--- config.mk ---
export PLATFORM = sky130hd
export DESIGN_NAME = updown_counter_seven_segment_scan_unit
export DESIGN_NICKNAME = d
export VERILOG_FILES = /design/src/hdl/udcnt_pkg.sv /design/src/hdl/updown_counter_seven_segment_scan_unit.sv
export SDC_FILE = /design/constraint.sdc
export NUM_CORES = 1
export LEC_CHECK = 0
export BUFFER_PORTS_ARGS = -buffer_cell sky130_fd_sc_hd__buf_4
export CORE_ASPECT_RATIO = 1.75
export CORE_MARGIN = 2
export CORE_UTILIZATION = 40
export DETAILED_ROUTE_END_ITERATION = 8
export REMOVE_ABC_BUFFERS = 1
export SLEW_MARGIN = 0
export SYNTH_ARGS = -nofsm -noshare
export SYNTH_HDL_FRONTEND = slang
export SYNTH_SLANG_ARGS = --single-unit
export TNS_END_PERCENT = 20
--- constraint.sdc ---
create_clock -name clk -period 4.2 [get_ports clk]
set_clock_uncertainty 0.15 [all_clocks]
set_input_delay 0.42 -clock clk [delete_from_list [all_inputs] [get_ports clk]]
set_output_delay 0.42 -clock clk [all_outputs]
set_load 0.01 [all_outputs]
--- src/hdl/udcnt_pkg.sv ---
// ----------------------------------------------------------------------------
// udcnt_pkg
// Shared types and constants for the up/down counter with seven-segment scan.
// ----------------------------------------------------------------------------
package udcnt_pkg;

  localparam int CountWidth = 14;
  localparam int TickWidth  = 8;

  // Debouncer phase codes.
  localparam logic [1:0] PH_IDLE = 2'd0;
  localparam logic [1:0] PH_WAIT = 2'd1;
  localparam logic [1:0] PH_HELD = 2'd2;

  // Configuration register indexes.
  localparam logic REG_DEBOUNCE = 1'b0;
  localparam logic REG_DWELL    = 1'b1;

  localparam logic [CountWidth-1:0] COUNT_MAX = 14'd9999;

  // Reset values of the configuration registers.
  localparam logic [TickWidth-1:0] DEBOUNCE_RESET = 8'd2;
  localparam logic [TickWidth-1:0] DWELL_RESET    = 8'd5;

  // Common-anode segment codes for the decimal digits, point off.
  localparam logic [7:0] SEG_CODE [10] = '{
    8'hC0, 8'hF9, 8'hA4, 8'hB0, 8'h99, 8'h92, 8'h82, 8'hF8, 8'h80, 8'h90
  };

  typedef struct packed {
    logic up_line;
    logic down_line;
  } in_item_t;

  typedef struct packed {
    logic [7:0]            segments;
    logic [3:0]            digit_select;
    logic [CountWidth-1:0] count_value;
  } out_item_t;

  typedef struct packed {
    logic [1:0]           phase;
    logic [TickWidth-1:0] timer;
  } btn_state_t;

  typedef struct packed {
    btn_state_t state;
    logic       fire;
  } btn_step_t;

endpackage

--- src/hdl/updown_counter_seven_segment_scan_unit.sv ---
// ----------------------------------------------------------------------------
// updown_counter_seven_segment_scan_unit
// Four-digit decimal up/down counter with two debounced buttons and a
// multiplexed common-anode seven-segment display driver.
// ----------------------------------------------------------------------------
//
//  channel   direction  handshake              payload
//  --------  ---------  ---------------------  -------------------------------
//  in        input      in_valid / in_ready    in_data  (up_line, down_line)
//  out       output     out_valid / out_ready  out_data (segments, digit_select,
//                                                        count_value)
//  cfg       input      cfg_we (no wait)       cfg_index, cfg_data
//
// Each request is one millisecond tick: the debouncers, the counter and the
// scan update at the accepting edge, where the result is loaded into the
// output register. A new request is taken whenever that register is empty or
// is being emptied, so one tick per clock is sustained while out_ready holds.
// Reset (synchronous, active high) clears the count, debouncers and scan and
// restores debounce 2 and dwell 5. A stalled output holds and drops in_ready.
// ----------------------------------------------------------------------------
module updown_counter_seven_segment_scan_unit (
  input  logic                  clk,
  input  logic                  rst,
  input  logic                  in_valid,
  output logic                  in_ready,
  input  udcnt_pkg::in_item_t   in_data,
  output logic                  out_valid,
  input  logic                  out_ready,
  output udcnt_pkg::out_item_t  out_data,
  input  logic                  cfg_we,
  input  logic                  cfg_index,
  input  logic [7:0]            cfg_data
);

  import udcnt_pkg::*;

  // Configuration registers.
  logic [TickWidth-1:0] debounce_ticks;
  logic [TickWidth-1:0] dwell_ticks;

  // Tick state. The count is kept both in binary, for the count output, and
  // as four BCD digits (index 0 is thousands), so the display needs no
  // division. Both copies step together and always agree.
  logic [CountWidth-1:0] count;
  logic [CountWidth-1:0] count_next;
  logic [3:0]            bcd      [4];
  logic [3:0]            bcd_next [4];
  btn_state_t            up_btn;
  btn_state_t            down_btn;
  btn_step_t             up_step;
  btn_step_t             down_step;
  logic [1:0]            scan_digit;
  logic [1:0]            scan_digit_next;
  logic [TickWidth-1:0]  dwell_timer;
  logic [TickWidth-1:0]  dwell_timer_next;

  logic [TickWidth-1:0]  debounce_limit;
  logic [TickWidth-1:0]  dwell_limit;
  logic                  in_accept;
  logic                  do_up;
  logic                  do_down;
  logic                  carry;
  out_item_t             result;

  // A zero setting in either register behaves as one.
  assign debounce_limit = (debounce_ticks == '0) ? TickWidth'(1) : debounce_ticks;
  assign dwell_limit    = (dwell_ticks == '0) ? TickWidth'(1) : dwell_ticks;

  // The output register is the only stage; it frees itself when it is taken.
  assign in_ready  = !out_valid || out_ready;
  assign in_accept = in_valid && in_ready;

  // One debouncer step. A press is confirmed by a second low sample
  // debounce_ticks after the first one and counts when the line goes high.
  function automatic btn_step_t btn_advance(btn_state_t cur, logic line,
                                            logic [TickWidth-1:0] limit);
    btn_step_t r;
    r.state = cur;
    r.fire  = 1'b0;
    case (cur.phase)
      PH_WAIT: begin
        r.state.timer = cur.timer + TickWidth'(1);
        if (r.state.timer >= limit) begin
          r.state.phase = line ? PH_IDLE : PH_HELD;
          r.state.timer = '0;
        end
      end
      PH_HELD: begin
        if (line) begin
          r.state.phase = PH_IDLE;
          r.fire        = 1'b1;
        end
      end
      default: begin
        r.state.phase = PH_IDLE;
        if (!line) begin
          r.state.phase = PH_WAIT;
          r.state.timer = '0;
        end
      end
    endcase
    return r;
  endfunction

  assign up_step   = btn_advance(up_btn, in_data.up_line, debounce_limit);
  assign down_step = btn_advance(down_btn, in_data.down_line, debounce_limit);

  // Simultaneous presses cancel each other.
  assign do_up   = up_step.fire && !down_step.fire;
  assign do_down = down_step.fire && !up_step.fire;

  // Counter update, binary and BCD, with wrap at both ends.
  always_comb begin
    count_next = count;
    bcd_next   = bcd;
    carry      = 1'b1;
    if (do_up) begin
      if (count >= COUNT_MAX) begin
        count_next = '0;
        for (int i = 0; i < 4; i++) begin
          bcd_next[i] = 4'd0;
        end
      end else begin
        count_next = count + CountWidth'(1);
        for (int i = 3; i >= 0; i--) begin
          if (carry) begin
            if (bcd[i] >= 4'd9) begin
              bcd_next[i] = 4'd0;
            end else begin
              bcd_next[i] = bcd[i] + 4'd1;
              carry       = 1'b0;
            end
          end
        end
      end
    end else if (do_down) begin
      if (count == '0) begin
        count_next = COUNT_MAX;
        for (int i = 0; i < 4; i++) begin
          bcd_next[i] = 4'd9;
        end
      end else begin
        count_next = count - CountWidth'(1);
        for (int i = 3; i >= 0; i--) begin
          if (carry) begin
            if (bcd[i] == 4'd0) begin
              bcd_next[i] = 4'd9;
            end else begin
              bcd_next[i] = bcd[i] - 4'd1;
              carry       = 1'b0;
            end
          end
        end
      end
    end
  end

  // The shown digit comes from the updated count and the current scan
  // position; digit select is one-cold, bit 0 for the thousands digit.
  always_comb begin
    result.count_value  = count_next;
    result.digit_select = ~(4'b0001 << scan_digit);
    if (bcd_next[scan_digit] > 4'd9) begin
      result.segments = SEG_CODE[9];
    end else begin
      result.segments = SEG_CODE[bcd_next[scan_digit]];
    end
  end

  // The scan moves on after the output has been formed.
  always_comb begin
    dwell_timer_next = dwell_timer + TickWidth'(1);
    scan_digit_next  = scan_digit;
    if (dwell_timer_next >= dwell_limit) begin
      dwell_timer_next = '0;
      scan_digit_next  = scan_digit + 2'd1;
    end
  end

  always_ff @(posedge clk) begin
    if (rst) begin
      debounce_ticks <= DEBOUNCE_RESET;
      dwell_ticks    <= DWELL_RESET;
    end else if (cfg_we) begin
      case (cfg_index)
        REG_DEBOUNCE: debounce_ticks <= cfg_data;
        REG_DWELL:    dwell_ticks    <= cfg_data;
        default:      debounce_ticks <= debounce_ticks;
      endcase
    end
  end

  always_ff @(posedge clk) begin
    if (rst) begin
      count       <= '0;
      up_btn      <= '{phase: PH_IDLE, timer: '0};
      down_btn    <= '{phase: PH_IDLE, timer: '0};
      scan_digit  <= '0;
      dwell_timer <= '0;
      out_valid   <= 1'b0;
      for (int i = 0; i < 4; i++) begin
        bcd[i] <= 4'd0;
      end
    end else begin
      if (in_accept) begin
        count       <= count_next;
        bcd         <= bcd_next;
        up_btn      <= up_step.state;
        down_btn    <= down_step.state;
        scan_digit  <= scan_digit_next;
        dwell_timer <= dwell_timer_next;
        out_valid   <= 1'b1;
      end else if (out_ready) begin
        out_valid <= 1'b0;
      end
    end
  end

  always_ff @(posedge clk) begin
    if (in_accept) begin
      out_data <= result;
    end
  end

`ifndef ASSERT_OFF
  // Exactly one digit is enabled in every result.
  a_one_cold: assert property (@(posedge clk) disable iff (rst)
    out_valid |-> $onehot(~out_data.digit_select))
    else $error("digit select is not one-cold");

  // The counter never leaves the decimal range.
  a_count_range: assert property (@(posedge clk) disable iff (rst)
    out_valid |-> (out_data.count_value <= COUNT_MAX))
    else $error("count out of range");

  // The BCD copy tracks the binary count.
  a_bcd_match: assert property (@(posedge clk) disable iff (rst)
    count == (CountWidth'(bcd[0]) * CountWidth'(1000)
            + CountWidth'(bcd[1]) * CountWidth'(100)
            + CountWidth'(bcd[2]) * CountWidth'(10)
            + CountWidth'(bcd[3])))
    else $error("BCD digits disagree with binary count");

  // An accepted tick always leaves a result in the output register.
  a_result_loaded: assert property (@(posedge clk) disable iff (rst)
    in_accept |=> out_valid)
    else $error("accepted tick produced no result");
`endif

endmodule
==> results of run 1 <==
-- through the flow --
step	util	power, mW	instances
final	0.464	2.29	1085
after global routing	0.464	2.40	1085
after CTS	0.464	2.31	1085
after detailed placement	0.445	1.44	1069
after global placement	0.445	1.44	1069
after floorplan	-	1.31	782
-- power breakdown --
group | switching (mW) | internal, mW | leakage, nW | total [mW]
Combinational | 0.201 | 0.136 | 1.96 | 0.337
Clock | 0.420 | 0.454 | 0.153 | 0.874
Sequential | 0.0360 | 1.05 | 0.868 | 1.08
-- worst paths after layout --
| check | from | end | slack (ns) | cells past startpoint |
|---|---|---|---|---|
| hold reg to reg | dwell_ticks[1] | dwell_ticks[1] | 0.31 | 2 |
| setup / recovery | bcd[0] | out_data[22] | 0.27 | 11 |
| setup reg to reg | bcd[0] | out_data[22] | 0.27 | 11 |
| hold / removal | cfg_data[1] | debounce_ticks[1] | 0.12 | 2 |
-- layout make-up --
type	instances	area [sq um]
Fill cell	1673	8810
Multi-Input combinational cell	633	4110
Sequential cell	102	2290
Timing Repair Buffer	63	473
Tap cell	224	280
Clock buffer	10	250
Inverter	47	176
Clock inverter	6	57.6
-- flip-flops by register name, summed over array words and instances (netlist names) --
signal          cells
dwell_timer         8
down_btn           10
dwell_ticks         8
out_valid           1
count              14
out_data           25
scan_digit          2
up_btn             10
debounce_ticks      8
bcd                16
-- cells in the final DEF (no fill, tap or decap), types with 7 or more instances in the layout --
cell       netlist  routed
inv_1           45      45
nand4_1         11      11
a21oi_1         66      66
edfxtp_1        25      25
nand2b_1        11      11
nor3_1          25      24
nand2_1        103     103
a32o_1           8       8
a211oi_1        19      19
nor2b_1          7       7
clkbuf_16        0      10
nand3_1         30      30
and3_1          14      14
xnor2_1         15      15
a21o_1          12      12
nor4_1          13      13
nor3b_1         10      10
buf_4            1      63
o21ai_0         40      40
ha_1            54      54
nor2_1          60      60
a31oi_1         10      10
nand3b_1        10      10
xor2_1          10      10
dfxtp_1         77      77
and2_1           7       7
-- cells by family (layout without fill, tap and decap cells) --
logic type / count (synthesis) / count (layout) / share of synthesized area
simple gates: 326 / 326 / 0.243
compound gates: 221 / 221 / 0.221
flops: 102 / 102 / 0.339
buf+inv: 92 / 126 / 0.0539
fa+ha+maj: 54 / 54 / 0.100
xor+xnor: 25 / 25 / 0.0324
mux: 6 / 6 / 0.00926
other cells: 1 / 1 / 0.000555
-- metal layers --
metal,vias up,part of all wire
met5,-,0
met1,2852,0.40
met2,161,0.52
met3,43,0.038
met4,0,0.040
li1,3099,-
-- worst reg2reg max path: cells and delay by family, from the launching register on --
kind            cells  cell delay (ns)
mux                 1             0.40
fa+ha+maj           2             0.60
compound gates      3             0.71
buf+inv             1             0.14
simple gates        4             1.39
flops               1             0.38
==> results.yml, run 1 <==
outcome:
  status: "finished clean"
worst_hold_path:
  worstHoldPathType: "in -> reg"
synth:
  synthTopCellsByCount: "103 x nand2_1, 77 x dfxtp_1, 66 x a21oi_1, 60 x nor2_1, 54 x ha_1"
  yosysTopAreaCell: "dfxtp_1"
  ys_ff_latch: 102
  syn_avg_cell_area_sq_um: 8.17
  synth_top_cell_area_share: 0.228
  synth-main-ff-cell: "dfxtp_1"
  synth_cell_type_count: 77
  seq_area_frac_synth: 0.339
  synth.most_common_cell: "nand2_1"
  synth_area_leaders: "dfxtp_1 23%, edfxtp_1 11%, ha_1 10%"
  syn_inst: 827
  synth_async_sr_flop_share: 0
  syn_area_sq_um: 6750
  yosysWarnings: 0
  synth_edf_count: 25
route:
  first_pass_iters: 5
  drtIter0Drc: 315
  vias: 6155
  ant_nets: 0
  vias_per_cell: 5.67
  drt-total-wl_mm: 17.7
  drcViolationCount: 0
  post_drt_wl_per_cell_um: 16.4
global_route:
  antenna_found_initial: 0
  grtUsageMet1: 0.232
  grt_max_degree: 72
  grt_usage: 0.204
  grtUsageMet2: 0.362
  grt_overflow: 0
  grt_pass1_wl_mm: 29.1
  grt_pass1_vias: 5826
  top_usage_layer: "met2"
  grt_use_met3: 0.0290
sta:
  min_period_over_period: 0.935
  tns_ns: 0
  rsz0062_at_grt: "false"
  setup_viol: 0
  final.setup.worst_slack_ns: 0.271
  fmax_mhz: 255
  worst_pin_slew_ns: 1.05
  max_slew_margin: 0.296
  maxSlewViolCount: 0
  fin_crit_ns: 3.93
  hold_viol_final: 0
  hold-worst-slack_ns: 0.125
die:
  start_util: 0.411
  io_pins: 44
  dieArea_sq_um: 18000
  num_rows: 62
  die_h_um: 176
  core_sq_um: 16400
  die_w_um: 102
power:
  cellLeakagePower_nw: 2.98
  peakVddDrop_mv: 0.180
  powerDensity_nw_per_um2: 300
worst_setup_path:
  endpoint_kind: "flop"
  crit_slowest_cell: "nor4_1"
  cp.required_ns: 4.26
  critPathMaxStageDelay_ns: 0.51
  worstPathMaxFanout: 9
  path_buf_inv: 1
  crit_top_cell: "ha_1"
  cp_top_family: "simple AND/OR/NAND/NOR gates"
  cp_cell_sequence: "inv_1 > ha_1 > or3b_1 > nor4_1 > mux2_2 > o32ai_1 > nor2_1 > o32a_1 > ha_1 > or3_1 > a32oi_1"
  crit_type: "reg -> reg"
  cp-start-kind: "flop"
  critPathArrivalTime_ns: 3.98
cts:
  cts_resized: 0
  htree_num_levels: 3
  cts_tree: "yes"
  clock_path_buffers: 2
  cts_sinks: 102
  clk_latency_ns: 0.36
  cts-buffers-inserted: 9
  cts_hold_buffers: 0
  post_cts_buffers: 0
  cts-root-buf: "clkbuf_16"
  cts.clk_slew.worst_paths_ns: 0.08
final_layout:
  drive_gt1_frac: 0.115
  area_growth_syn_to_layout_pct: 13.1
  layout.nets: 926
  postLayoutCellArea_sq_um: 7640
  insertedDiodeCount: 0
placed_design:
  placed_area_sq_um: 7320
  dp_slack_ns: 0.252
  place.gp.congestion: 0.987
  portBuffers: 42
  hpwl_mm: 13.1
job:
  cap_violations: 0
Note: power is estimated with default switching activity, not from simulation.
==> run 2: changes to the inputs <==
--- a/config.mk
+++ b/config.mk
@@ -10,6 +10,8 @@
 export CORE_MARGIN = 2
 export CORE_UTILIZATION = 40
 export DETAILED_ROUTE_END_ITERATION = 8
+export HOLD_SLACK_MARGIN = 0.12
+export RECOVER_POWER = 100
 export REMOVE_ABC_BUFFERS = 1
 export SLEW_MARGIN = 0
 export SYNTH_ARGS = -nofsm -noshare
==> constraint.sdc (replaced) <==
create_clock -name clk -period 3.55 [get_ports clk]
set_clock_uncertainty 0.15 [all_clocks]
set_input_delay 0.355 -clock clk [delete_from_list [all_inputs] [get_ports clk]]
set_output_delay 0.355 -clock clk [all_outputs]
set_load 0.01 [all_outputs]
==> results.yml, run 2 (synthesis results as in run 1) <==
sta:
  min_period_over_period: 0.953
  maxSlewViolCount: 72
  rsz0062_at_grt: "true"
  tns_ns: 0
  worst_pin_slew_ns: 1.57
  setup_viol: 0
  fin_crit_ns: 3.38
  max_slew_margin: -0.0485
  fmax_mhz: 296
  final.setup.worst_slack_ns: 0.168
  hold_viol_final: 0
global_route:
  grt_overflow: 0
  antenna_found_initial: 0
  grt_pass1_vias: 6221
  grt_max_degree: 72
  grt_pass1_wl_mm: 30.6
  grt_usage: 0.214
worst_setup_path:
  worstPathMaxFanout: 8
  critPathMaxStageDelay_ns: 0.37
  crit_slowest_cell: "or3_1"
  path_buf_inv: 3
  cp_cell_sequence: "inv_1 > ha_1 > buf_4 > nor3b_1 > buf_4 > nand3_1 > mux2_2 > o32a_1 > and2_0 > o32a_1 > ha_1 > or3_1 > a32oi_1"
  critPathArrivalTime_ns: 3.45
  crit_type: "reg -> reg"
  cp_top_family: "simple AND/OR/NAND/NOR gates"
  cp.required_ns: 3.62
  endpoint_kind: "flop"
  cp-start-kind: "flop"
cts:
  cts-root-buf: "clkbuf_16"
  cts.clk_slew.worst_paths_ns: 0.07
  cts_sinks: 102
  cts_tree: "yes"
  htree_num_levels: 3
  clock_path_buffers: 2
  clk_latency_ns: 0.37
  cts-buffers-inserted: 9
route:
  vias: 6305
  drtIter0Drc: 399
  post_drt_wl_per_cell_um: 16.1
  drt-total-wl_mm: 18.3
  drcViolationCount: 0
  first_pass_iters: 5
  vias_per_cell: 5.55
  ant_nets: 0
final_layout:
  final_core_util: 0.484
  multi_input_area_sq_um: 4150
  largestRegisters: "out_data (25), bcd (16), count (14)"
  largest-register: "out_data"
  layout.nets: 978
  largest_register_ffs: 25
  layout.cells.most_common: "nand2_1"
  final_cells: 1137
  postLayoutCellArea_sq_um: 7960
  num-fill-cells: 1724
  layout_common_cells: "103 x nand2_1, 77 x dfxtp_1, 69 x buf_4, 66 x a21oi_1, 60 x nor2_1"
  register_area_sq_um: 2290
  area_growth_syn_to_layout_pct: 17.9
  drive_gt1_frac: 0.125
  insertedDiodeCount: 0
power:
  swShare: 0.284
  p_switching_mw: 0.769
  pwr-share-clk: 0.372
  peakVddDrop_mv: 0.228
  powerDensity_nw_per_um2: 341
  pwr-share-comb: 0.159
  cellLeakagePower_nw: 3.12
  p_seq_frac: 0.468
  p_int_mw: 1.94
job:
  cap_violations: 1
placed_design:
  dp.cells: 1109
  portBuffers: 42
  hpwl_mm: 13.5
  dp_slack_ns: 0.0523
  placed_area_sq_um: 7620
  place.gp.congestion: 0.942
die:
  start_util: 0.411
  die_h_um: 176
  io_pins: 44
  dieArea_sq_um: 18000
  num_rows: 62
  die_w_um: 102
  core_sq_um: 16400
outcome:
  status: "finished, violations left"
  violations: "max-capacitance violations, max-slew violations"
worst_hold_path:
  worstHoldPathType: "in -> reg"
==> run 2: cell types whose count changed in the layout (fill, tap and decap cells not counted), moves of 2 or more <==
| cell | before | now |
|---|---|---|
| clkbuf_4 | 0 | 2 |
| and2_1 | 7 | 5 |
| inv_8 | 2 | 0 |
| dlygate4sd3_1 | 0 | 10 |
| clkbuf_1 | 0 | 32 |
| buf_4 | 63 | 69 |
| clkbuf_2 | 0 | 2 |
| inv_6 | 2 | 4 |
==> run 2: metrics by stage <==
| stage | total power, mW | hold WS, ns |
|---|---|---|
| after floorplan | 1.55 | 0.274 |
| after global placement | 1.73 | 0.296 |
| after detailed placement | 1.73 | 0.299 |
| after CTS | 2.75 | 0.157 |
| after global routing | 2.84 | 0.174 |
| final | 2.71 | 0.152 |
==> run 2: final timing paths <==
path	start	endpoint	slack, ns	cells after the start
hold / removal	out_ready	out_valid	0.15	3
setup / recovery	bcd[0]	out_data[22]	0.17	13
setup reg to reg	bcd[0]	out_data[22]	0.17	13
hold reg to reg	dwell_ticks[3]	dwell_ticks[3]	0.31	2
==> run 2: what timing repair did <==
action / CTS / global route
hold buffers: 10 / 0
hold endpoints to repair: 18 / 0
gates resized for setup: 0 / 9
endpoints found under the setup margin: 0 / 10
buffers inserted: 0 / 2
==> run 2: routing by layer <==
layer | GRT usage | up-vias | wire length [um]
met5 | 0 | - | 0
met4 | 0.104 | 0 | 773
met3 | 0.0318 | 45 | 540
met2 | 0.390 | 129 | 9800
met1 | 0.234 | 2964 | 7140
li1 | - | 3167 | -
==> run 2: power by group through the flow <==
stage | clock [mW] | combinational [mW] | sequential (mW)
final | 1.01 | 0.432 | 1.27
after global routing | 1.08 | 0.487 | 1.28
after CTS | 1.04 | 0.444 | 1.27
after detailed placement | 0 | 0.433 | 1.30
after floorplan | 0 | 0.240 | 1.31
after global placement | 0 | 0.431 | 1.30
==> run 2: area by class of cell <==
cell class	count	area share
sequential	102	0.288
inverter	47	0.0222
tap	224	0.0352
clock inverter	6	0.00613
multi-input combinational	633	0.521
clock buffer	10	0.0314
timing repair buffer	115	0.0959
==> run 2: tightest hold or removal path: stages <==
cell	delay [ns]
buf_4	0.07
nand2b_1	0.12
a21oi_1	0.07
